--- config.mk ---
export PLATFORM = sky130hd
export DESIGN_NAME = tagged_dispatch_queue_unit
export DESIGN_NICKNAME = d
export VERILOG_FILES = /design/src/sv/tdq_pkg.sv /design/src/sv/tdq_ram.sv /design/src/sv/tagged_dispatch_queue_unit.sv
export SDC_FILE = /design/constraint.sdc
export NUM_CORES = 2
export LEC_CHECK = 0
export BUFFER_PORTS_ARGS = -buffer_cell sky130_fd_sc_hd__buf_4
export CAP_MARGIN = 15
export CORE_MARGIN = 4
export CORE_UTILIZATION = 33
export CTS_BUF_LIST = sky130_fd_sc_hd__clkbuf_8
export DETAILED_ROUTE_END_ITERATION = 10
export PLACE_DENSITY = 0.47
export SYNTH_ARGS = -nofsm -noshare
export SYNTH_HDL_FRONTEND = slang
export SYNTH_HIERARCHICAL = 1
export SYNTH_MEMORY_MAX_BITS = 65536
export SYNTH_SLANG_ARGS = --single-unit
--- constraint.sdc ---
create_clock -name clk -period 10.13 [get_ports clk]
set_input_delay 0.5065 -clock clk [delete_from_list [all_inputs] [get_ports clk]]
set_output_delay 0.5065 -clock clk [all_outputs]
set_load 0.02 [all_outputs]
--- src/sv/tdq_pkg.sv ---
// ----------------------------------------------------------------------------
// tdq_pkg
// Shared types and codes for the tagged dispatch queue: command codes,
// entry states and the packed layout of one queue entry.
// ----------------------------------------------------------------------------
package tdq_pkg;

  localparam int TAG_W  = 6;
  localparam int ADDR_W = 64;

  typedef logic [1:0]        cmd_t;
  typedef logic [1:0]        est_t;
  typedef logic [TAG_W-1:0]  tag_t;
  typedef logic [ADDR_W-1:0] addr_t;

  // command codes
  localparam cmd_t CMD_ADD    = 2'd0;
  localparam cmd_t CMD_REMOVE = 2'd1;
  localparam cmd_t CMD_STATUS = 2'd2;
  localparam cmd_t CMD_TAKE   = 2'd3;

  // entry state codes reported on entry_state
  localparam est_t EST_NULL    = 2'd0;
  localparam est_t EST_PENDING = 2'd1;
  localparam est_t EST_RUNNING = 2'd2;
  localparam est_t EST_ERROR   = 2'd3;

  // one queue slot as stored in the entry memory
  typedef struct packed {
    tag_t  tag;
    logic  running;
    addr_t addr;
  } entry_t;

endpackage

--- src/sv/tdq_ram.sv ---
// ----------------------------------------------------------------------------
// tdq_ram
// Generic single-write, single-read synchronous RAM with a registered read.
// ----------------------------------------------------------------------------
module tdq_ram #(
  parameter int WIDTH = 8,
  parameter int DEPTH = 64
) (
  input  logic                     clk,
  input  logic                     we,
  input  logic [$clog2(DEPTH)-1:0] waddr,
  input  logic [WIDTH-1:0]         wdata,
  input  logic [$clog2(DEPTH)-1:0] raddr,
  output logic [WIDTH-1:0]         rdata
);

  logic [WIDTH-1:0] mem [DEPTH];

  // write port
  always_ff @(posedge clk) begin
    if (we) begin
      mem[waddr] <= wdata;
    end
  end

  // registered read port
  always_ff @(posedge clk) begin
    rdata <= mem[raddr];
  end

endmodule

--- src/sv/tagged_dispatch_queue_unit.sv ---
// ----------------------------------------------------------------------------
// tagged_dispatch_queue_unit
// Ordered table of tagged work entries held in one entry RAM. Add appends,
// remove erases the earliest match and closes the gap, status looks up the
// earliest match, take-next marks the first pending entry as running.
//
//   channel   handshake          fields
//   -------   ----------------   ---------------------------------------------
//   command   start / busy       cmd, work_address, query_tag
//   result    done (one cycle)   accepted, entry_state, result_tag,
//                                result_address
//
// add, and any command on an empty table: result in the cycle after the beat.
// status and take-next walk the RAM one slot a cycle.
// remove walks to the match, then moves each later slot down one place
// through the single read port.
// busy is high while a walk is in progress; results cannot be held off.
// synchronous reset empties the table and clears the tag counter.
// ----------------------------------------------------------------------------
module tagged_dispatch_queue_unit #(
  parameter int QUEUE_DEPTH = 64
) (
  input  logic            clk,
  input  logic            rst,
  input  logic            start,
  output logic            busy,
  input  tdq_pkg::cmd_t   cmd,
  input  tdq_pkg::addr_t  work_address,
  input  tdq_pkg::tag_t   query_tag,
  output logic            done,
  output logic            accepted,
  output tdq_pkg::est_t   entry_state,
  output tdq_pkg::tag_t   result_tag,
  output tdq_pkg::addr_t  result_address
);

  import tdq_pkg::*;

  localparam int IW = $clog2(QUEUE_DEPTH);
  localparam int CW = $clog2(QUEUE_DEPTH + 1);

  localparam logic [1:0] S_IDLE  = 2'd0;
  localparam logic [1:0] S_SCAN  = 2'd1;
  localparam logic [1:0] S_SHIFT = 2'd2;

  logic [1:0]    state, state_next;
  logic [CW-1:0] occupancy, occupancy_next;
  tag_t          tag_counter, tag_counter_next;
  logic [CW-1:0] ridx, ridx_next;
  logic          pend, pend_next;
  logic [CW-1:0] pidx, pidx_next;
  cmd_t          op, op_next;
  tag_t          qtag, qtag_next;

  logic          done_next;
  logic          accepted_next;
  est_t          entry_state_next;
  tag_t          result_tag_next;
  addr_t         result_address_next;

  logic          ram_we;
  logic [IW-1:0] ram_waddr;
  entry_t        ram_wdata;
  logic [IW-1:0] ram_raddr;
  logic [$bits(entry_t)-1:0] ram_rdata;
  entry_t        rd_entry;

  logic          issue;
  logic          match;
  logic [CW-1:0] pidx_dec;
  tag_t          tag_inc;

  assign busy     = (state != S_IDLE);
  assign rd_entry = entry_t'(ram_rdata);
  assign issue    = (ridx < occupancy);
  assign pidx_dec = pidx - CW'(1);
  assign tag_inc  = tag_counter + TAG_W'(1);
  assign match    = pend && ((op == CMD_TAKE) ? !rd_entry.running
                                              : (rd_entry.tag == qtag));

  // entry memory
  tdq_ram #(
    .WIDTH ($bits(entry_t)),
    .DEPTH (QUEUE_DEPTH)
  ) u_entry_ram (
    .clk   (clk),
    .we    (ram_we),
    .waddr (ram_waddr),
    .wdata (ram_wdata),
    .raddr (ram_raddr),
    .rdata (ram_rdata)
  );

  // command sequencer
  always_comb begin
    state_next          = state;
    occupancy_next      = occupancy;
    tag_counter_next    = tag_counter;
    ridx_next           = ridx;
    pend_next           = pend;
    pidx_next           = pidx;
    op_next             = op;
    qtag_next           = qtag;
    done_next           = 1'b0;
    accepted_next       = accepted;
    entry_state_next    = entry_state;
    result_tag_next     = result_tag;
    result_address_next = result_address;
    ram_we              = 1'b0;
    ram_waddr           = occupancy[IW-1:0];
    ram_wdata.tag       = tag_inc;
    ram_wdata.running   = 1'b0;
    ram_wdata.addr      = work_address;
    ram_raddr           = ridx[IW-1:0];

    case (state)
      S_IDLE: begin
        if (start) begin
          op_next             = cmd;
          qtag_next           = query_tag;
          accepted_next       = 1'b0;
          entry_state_next    = EST_NULL;
          result_tag_next     = '0;
          result_address_next = '0;
          if (cmd == CMD_ADD) begin
            done_next = 1'b1;
            if (occupancy < CW'(QUEUE_DEPTH)) begin
              ram_we           = 1'b1;
              tag_counter_next = tag_inc;
              occupancy_next   = occupancy + CW'(1);
              accepted_next    = 1'b1;
              result_tag_next  = tag_inc;
            end
          end else if (occupancy == '0) begin
            done_next = 1'b1;
            if (cmd == CMD_STATUS) begin
              entry_state_next = EST_ERROR;
            end
          end else begin
            state_next = S_SCAN;
            ridx_next  = '0;
            pend_next  = 1'b0;
          end
        end
      end

      S_SCAN: begin
        // issue one read a cycle, check the slot that returns
        pend_next = issue;
        pidx_next = ridx;
        if (issue) begin
          ridx_next = ridx + CW'(1);
        end
        if (match) begin
          case (op)
            CMD_REMOVE: begin
              state_next = S_SHIFT;
              ridx_next  = pidx + CW'(1);
              pend_next  = 1'b0;
            end
            CMD_STATUS: begin
              state_next       = S_IDLE;
              done_next        = 1'b1;
              entry_state_next = rd_entry.running ? EST_RUNNING : EST_PENDING;
            end
            default: begin
              ram_we                = 1'b1;
              ram_waddr             = pidx[IW-1:0];
              ram_wdata             = rd_entry;
              ram_wdata.running     = 1'b1;
              state_next            = S_IDLE;
              done_next             = 1'b1;
              entry_state_next      = EST_RUNNING;
              result_tag_next       = rd_entry.tag;
              result_address_next   = rd_entry.addr;
            end
          endcase
        end else if (!issue) begin
          // walked every slot without a match
          state_next = S_IDLE;
          done_next  = 1'b1;
          if (op != CMD_REMOVE) begin
            entry_state_next = EST_ERROR;
          end
        end
      end

      S_SHIFT: begin
        // read slot i, write it back at slot i - 1
        pend_next = issue;
        pidx_next = ridx;
        if (issue) begin
          ridx_next = ridx + CW'(1);
        end
        if (pend) begin
          ram_we    = 1'b1;
          ram_waddr = pidx_dec[IW-1:0];
          ram_wdata = rd_entry;
        end
        if (!issue && !pend) begin
          occupancy_next = occupancy - CW'(1);
          state_next     = S_IDLE;
          done_next      = 1'b1;
          accepted_next  = 1'b1;
        end
      end

      default: begin
        state_next = S_IDLE;
      end
    endcase
  end

  // control registers
  always_ff @(posedge clk) begin
    if (rst) begin
      state       <= S_IDLE;
      occupancy   <= '0;
      tag_counter <= '0;
      pend        <= 1'b0;
      done        <= 1'b0;
    end else begin
      state       <= state_next;
      occupancy   <= occupancy_next;
      tag_counter <= tag_counter_next;
      pend        <= pend_next;
      done        <= done_next;
    end
  end

  // walk pointers, latched command and result beat
  always_ff @(posedge clk) begin
    ridx           <= ridx_next;
    pidx           <= pidx_next;
    op             <= op_next;
    qtag           <= qtag_next;
    accepted       <= accepted_next;
    entry_state    <= entry_state_next;
    result_tag     <= result_tag_next;
    result_address <= result_address_next;
  end

  // occupancy stays within the table
  assert property (@(posedge clk) disable iff (rst)
    occupancy <= CW'(QUEUE_DEPTH))
    else $error("occupancy beyond table depth");

  // a result beat is only shown once the walk has ended
  assert property (@(posedge clk) disable iff (rst)
    done |-> !busy)
    else $error("result beat while busy");

  // during a search only take-next writes the memory
  assert property (@(posedge clk) disable iff (rst)
    (ram_we && state == S_SCAN) |-> (op == CMD_TAKE))
    else $error("unexpected memory write during search");

  // occupancy only changes together with a result beat
  assert property (@(posedge clk) disable iff (rst)
    (occupancy != occupancy_next) |=> done)
    else $error("occupancy changed without a result");

endmodule
### After elaboration in Yosys (flattened, before gate mapping)

Memories as Yosys holds them, arrays and structs flattened. A register that Yosys moved wholly into a read port is not among the register bits.
Cells that the tools add are included.

* memory bits (writable): 4544
* input port bits: 75
* logic and storage cells: 138
* bits in read-only memories: 0
* output and inout port bits: 75
* memories: 1
* register bits after elaboration: 112
* latch bits: 0

Memories
* u_entry_ram.mem: depth 64, width 71, rd ports 1, clocked after memory_dff 1, write ports 1, RTL line tdq_ram.sv:17 `logic [WIDTH-1:0] mem [DEPTH];`

* $lt $le $gt $ge: 2
* bitwise gates (word level): 0
* $add $sub $neg: 6
* divide/modulo/power cells: 0
* muxes and demuxes: 75
* shift operators: 0
* multiply operators: 0
* reductions and logical operators: 22
* equality and inequality tests: 19

Operator list (count)
* $mux 71: 3
* $mux 64: 3
* $pmux 71 s2: 1
* $pmux 64 s2: 1
* $mux 7: 10
* $mux 6: 8
* $mux 2: 15
* $pmux 6 s2: 2
* $mux 1: 23
* $add 7x1->7 const B: 3
* $pmux 7 s3: 1
* $ne 2x2->1 const B: 8
* $reduce_and 5->1: 3
* $pmux 7 s2: 1
* $reduce_and 4->1: 3
* $ne 3x3->1 const B: 3
* $pmux 1 s3: 3
* $eq 2x2->1 const B: 4
* $pmux 2 s2: 2
* $logic_not 7->1: 1
* $lt 7x7->1: 1
* $lt 7x7->1 const B: 1
* $sub 7x1->7 const B: 1
* $add 6x1->6 const B: 1
* 14 further kinds: 22

### Longest topological paths before layout

* depth in word-level cells: 7
* gate-level depth with buffers: 13
* depth with buffers taken out: 12

### Modules after synthesis

Netlist, hierarchy kept.

Modules (own cells, without submodules)
* tdq_ram: area an instance 173834.2 um2, sequential area each 137872.2 um2, cells each 7511, instances 1
* tagged_dispatch_queue_unit: area an instance 7080.5 um2, sequential area each 3193.1 um2, cells each 702, instances 1

### Worst setup path after synthesis

Ideal clock, no wire load.

* path kind: register to register
* start point: register op[1]
* end point: memory u_entry_ram/mem[36][0] (netlist bit), enable pin
* arrival time: 7.307 ns
* buffers on the path: 2
* data required time: 9.543 ns
* stages on the path, launching flop included: 12
* period minus slack after synthesis: 7.894 ns
* setup time: 0.587 ns
* setup slack: 2.236 ns
* cell sequence: edfxtp_1 ha_1 nand2_1 a21oi_1 a31oi_1 nand2b_4 buf_6 a21oi_2 o221ai_1 or3_1 clkbuf_1 nor3_1

* elaborated cells on any way between the ends: 14
* classes of those cells: 3 x eq/ne; 9 x mux; 2 x reduce/logical

RTL lines
* start, declared: RTL line tagged_dispatch_queue_unit.sv:52 `cmd_t op, op_next;`
* start signal, assigned: RTL line tagged_dispatch_queue_unit.sv:235 `op <= op_next;`
* $eq 2x1->1 (tied with other cells): RTL line tagged_dispatch_queue_unit.sv:155 `case (op)`
* $reduce_or 2->1 (no source line) / $mux 1 (equally long branches)
* $mux 6 / $logic_and 1x1->1 (equally long branches): RTL line tagged_dispatch_queue_unit.sv:155, tagged_dispatch_queue_unit.sv:78
* $mux 6 *: RTL line tagged_dispatch_queue_unit.sv:154 `if (match) begin`
* $pmux 6 s2 *: RTL line tagged_dispatch_queue_unit.sv:116 `case (state)`
* via ram_waddr[3]: RTL line tagged_dispatch_queue_unit.sv:62 `logic [IW-1:0] ram_waddr;`
* end, declared: RTL line tdq_ram.sv:17

Mark *: on every way through the listed nets, which the timed path passes. The rest lies on a longest branch.

### Worst setup path after layout

* start point: register state[0]
* end point: memory u_entry_ram/mem[27][48] (netlist bit), enable pin

* elaborated cells on any way between the ends: 7
* classes of those cells: 2 x eq/ne; 4 x mux; 1 x reduce/logical

RTL lines
* start, declared: RTL line tagged_dispatch_queue_unit.sv:46 `logic [1:0] state, state_next;`
* start signal, assigned: RTL line tagged_dispatch_queue_unit.sv:223 `state <= state_next;`
* $eq 2x2->1 / $eq 2x1->1 (equally long branches): RTL line tagged_dispatch_queue_unit.sv:116
* $pmux 6 s2 *: RTL line tagged_dispatch_queue_unit.sv:116
* via ram_waddr[5]: RTL line tagged_dispatch_queue_unit.sv:62

Marks and branches as above.

==> results.yml <==
grt:
  grt_pass1_wl_um: 785700
  grt_pass1_vias: 93230
  grt-ovfl-total: 0
  antenna_found_initial: 67
  grt_util_all_layers: 0.2004
  grt_max_degree: 107
routing:
  drt_iter0_markers: 12350
  viasPerCell: 5.445
  ant_nets: 0
  vias: 91900
  wl_per_cell_um: 34.00
  drt_first_pass_iters: 10
  drcViolationCount: 4
  routed_wl_um: 573800
logic_synthesis:
  synth_cells: 8213
  synth_edf_count: 4639
  synthSimpleGateAreaFrac: 0.02526
  yosys_most_used_dff: "edfxtp_1"
  seq_area_frac_synth: 0.7797
  avgSynthCellArea_um2: 22.03
  ys_types: 60
  synth_fa_ha_area_frac: 0.001632
  synth_fp_nets: 8311
  synth_top_family_by_area: "multiplexers"
  synth_area_leaders: "edfxtp_1 (77%), mux4_2 (14%), dfxtp_1 (0.97%), mux2i_1 (0.79%), a22oi_1 (0.59%)"
  netlist_area_um2: 180900
  muxShareOfSynthArea: 0.1495
  synth_area_leader_cell: "edfxtp_1"
  async_flop_share: 0
  synth_top_area_share: 0.7700
  synth_seq_cells: 4727
  synth_compound_area_frac: 0.02641
  synthXorXnorAreaFrac: 0.001646
  synth.yosys.warnings: 6
layout:
  final_nets: 9099
  fin_cells: 16880
  syn_to_final_growth_pct: 14.37
  final_layout_size_suffix_gt1_frac: 0.2812
  fillCellCount: 49320
setup_path:
  critPathKind: "register to register"
  crit_fanout: 31
  cp.required_ns: 10.95
  critPathLaunchType: "register"
  end_kind: "register"
  worstPathArrival_ns: 6.75
clocking:
  tritoncts: "yes"
  cts_made_buffers: 777
  clk_pin_slew_ns: 0.06
  cts_sinks: 4727
  post_cts.repair.setup_buffers: 0
  ctsHoldBuffers: 22
  cts_resized: 0
  clk_latency_ns: 1.30
  htreeDepth: 6
  cts_buffer_depth: 4
  cts_root_buffer: "clkbuf_8"
timing:
  skew_ns: 0.1152
  final_hold_viol_count: 0
  finalCritPeriodShare: 0.5859
  relSlewSlack: 0.1588
  setup_viol_count_final: 0
  setup_tns_ns: 0
  rsz0062_at_grt: "false"
  worstMarginPinSlew_ns: 1.253
  setup_ws_ns: 4.195
  final.min_clock_period_ns: 5.935
  drv_slew: 0
  fmax_ghz: 0.1685
power:
  power.switching_uw: 15490
  p_int_uw: 34390
  power_frac_comb: 0.214
  seqPwrFrac: 0.470
  pwr_density_cell_nw_per_um2: 241.1
  clkPwrFrac: 0.316
  swShare: 0.3105
  peakVddDrop_mv: 0.1500
  leakage_uw: 0.06579
placement:
  place_ws_ns: 4.282
  dp_hpwl_um: 339000
  port_buffers: 149
  dp_cells: 15430
  gp_congestion: 0.8184
die:
  die_h_um: 748.4
  die_area_um2: 560100
  die_w_um: 748.4
  std_cell_rows: 271
  ios: 150
  core_um2: 545600
  initial_core_util: 0.3316
outcome:
  violations: "DRC"
  status: "finished with violations"
hold_path:
  min_path_type: "input port to register"
job:
  max-cap-violations: 0
==> cell type report <==
| type | count | area [um2] | share of cell area |
|---|---|---|---|
| Sequential cell | 4727 | 141100 | 0.6818 |
| Multi-Input combinational cell | 2895 | 37660 | 0.1820 |
| Clock buffer | 824 | 11340 | 0.05481 |
| Tap cell | 7234 | 9051 | 0.04374 |
| Timing Repair Buffer | 493 | 4223 | 0.02041 |
| Clock inverter | 576 | 3119 | 0.01508 |
| Inverter | 107 | 404.1 | 0.001953 |
| Antenna cell | 21 | 52.55 | 0.0002540 |
==> routing by layer <==
metal	track usage	share of wire
met3	0.03037	0.070
met5	0	0.000023
met1	0.2809	0.42
met4	0.04923	0.025
met2	0.3290	0.48
==> state kept, by name (all words and copies together) (netlist names) <==
register	cells
u_entry_ram/mem	4544
ridx	7
u_entry_ram/rdata	71
accepted	1
done	1
state	2
occupancy	7
pend	1
entry_state	2
pidx	7
result_tag	6
qtag	6
tag_counter	6
result_address	64
op	2
==> worst max-delay path, stage by stage, from the launching register on <==
cell      delay [ns]
dfxtp_1         0.42
inv_1           0.12
ha_1            0.87
nand2b_4        0.41
a21oi_2         0.73
o221ai_1        0.20
buf_4           0.21
nand3b_1        0.65
nor2_4          1.10
buf_4           0.67
==> power groups by stage <==
stage          Clock, uW  Sequential, uW  Combinational (uW)
2_1_floorplan          0           23800                5640
5_1_grt            17100           23500               11100
3_5_place_dp           0           23900               10800
4_1_cts            16200           23500               10800
6_report           15800           23500               10700
3_3_place_gp           0           23900               10700
==> stage by stage <==
stage	utilization	cell area (um2)	power, uW	hold slack, ns
finish	0.3793	206900	49880	0.1673
global placement	0.3521	192100	34570	0.4766
CTS	0.3792	206900	50490	0.04108
global route	0.3792	206900	51770	0.09445
detailed placement	0.3523	192200	34690	0.4891
floorplan	-	180900	29430	0.4623
==> placed cells by master (no fill, tap or decap), drive strengths merged, types with 23 or more instances in the layout <==
cell type | synthesis | layout
edfxtp | 4639 | 4639
mux4 | 1136 | 1136
clkbuf | 204 | 824
buf | 280 | 471
inv | 107 | 384
clkinv | 0 | 257
nand2 | 248 | 248
nand3 | 206 | 206
mux2i | 143 | 143
a22oi | 142 | 142
nor2 | 140 | 140
o22ai | 103 | 103
nand4 | 101 | 101
dfxtp | 88 | 88
and2 | 67 | 67
o21ai | 66 | 66
a222oi | 65 | 65
a22o | 64 | 64
o221ai | 55 | 55
nor2b | 35 | 35
or3 | 31 | 31
a211oi | 29 | 29
and3 | 28 | 28
or2 | 27 | 27
a41oi | 26 | 26
xor2 | 24 | 24
a31oi | 23 | 23
==> path summary, 6_finish.rpt <==
check | start | endpoint | slack [ns] | depth (start not counted)
setup reg to reg | state[0] | u_entry_ram/mem[27][48] | 4.20 | 9
hold / removal | work_address[31] | u_entry_ram/mem[47][31] | 0.17 | 4
setup / recovery | state[0] | u_entry_ram/mem[27][48] | 4.20 | 9
hold reg to reg | tag_counter[1] | tag_counter[1] | 0.50 | 2
==> cell usage after synthesis, types with 27 or more instances <==
| cell type | count |
|---|---|
| o22ai_1 | 103 |
| or3_1 | 31 |
| mux4_2 | 1136 |
| a211oi_1 | 29 |
| a22oi_1 | 142 |
| and3_1 | 28 |
| nand2_1 | 248 |
| nor2b_1 | 35 |
| buf_2 | 164 |
| nand4_1 | 101 |
| nor2_1 | 140 |
| and2_1 | 67 |
| a222oi_1 | 65 |
| o21ai_0 | 64 |
| buf_4 | 67 |
| dfxtp_1 | 88 |
| nand3_1 | 206 |
| a22o_1 | 64 |
| inv_1 | 107 |
| o221ai_1 | 55 |
| or2_2 | 27 |
| edfxtp_1 | 4639 |
| mux2i_1 | 143 |
| clkbuf_1 | 204 |
==> kinds of logic (layout without fill, tap and decap cells) <==
| logic type | after synthesis | in the layout |
|---|---|---|
| multiplexers | 1281 | 1281 |
| other | 0 | 21 |
| AO/OA/AOI/OAI | 631 | 631 |
| buffers and inverters | 591 | 2000 |
| adder cells (fa/ha/maj) | 23 | 23 |
| XOR/XNOR | 34 | 34 |
| AND/OR/NAND/NOR | 926 | 926 |
| flip-flops | 4727 | 4727 |
No activity file was read; power rests on OpenSTA's default activity.
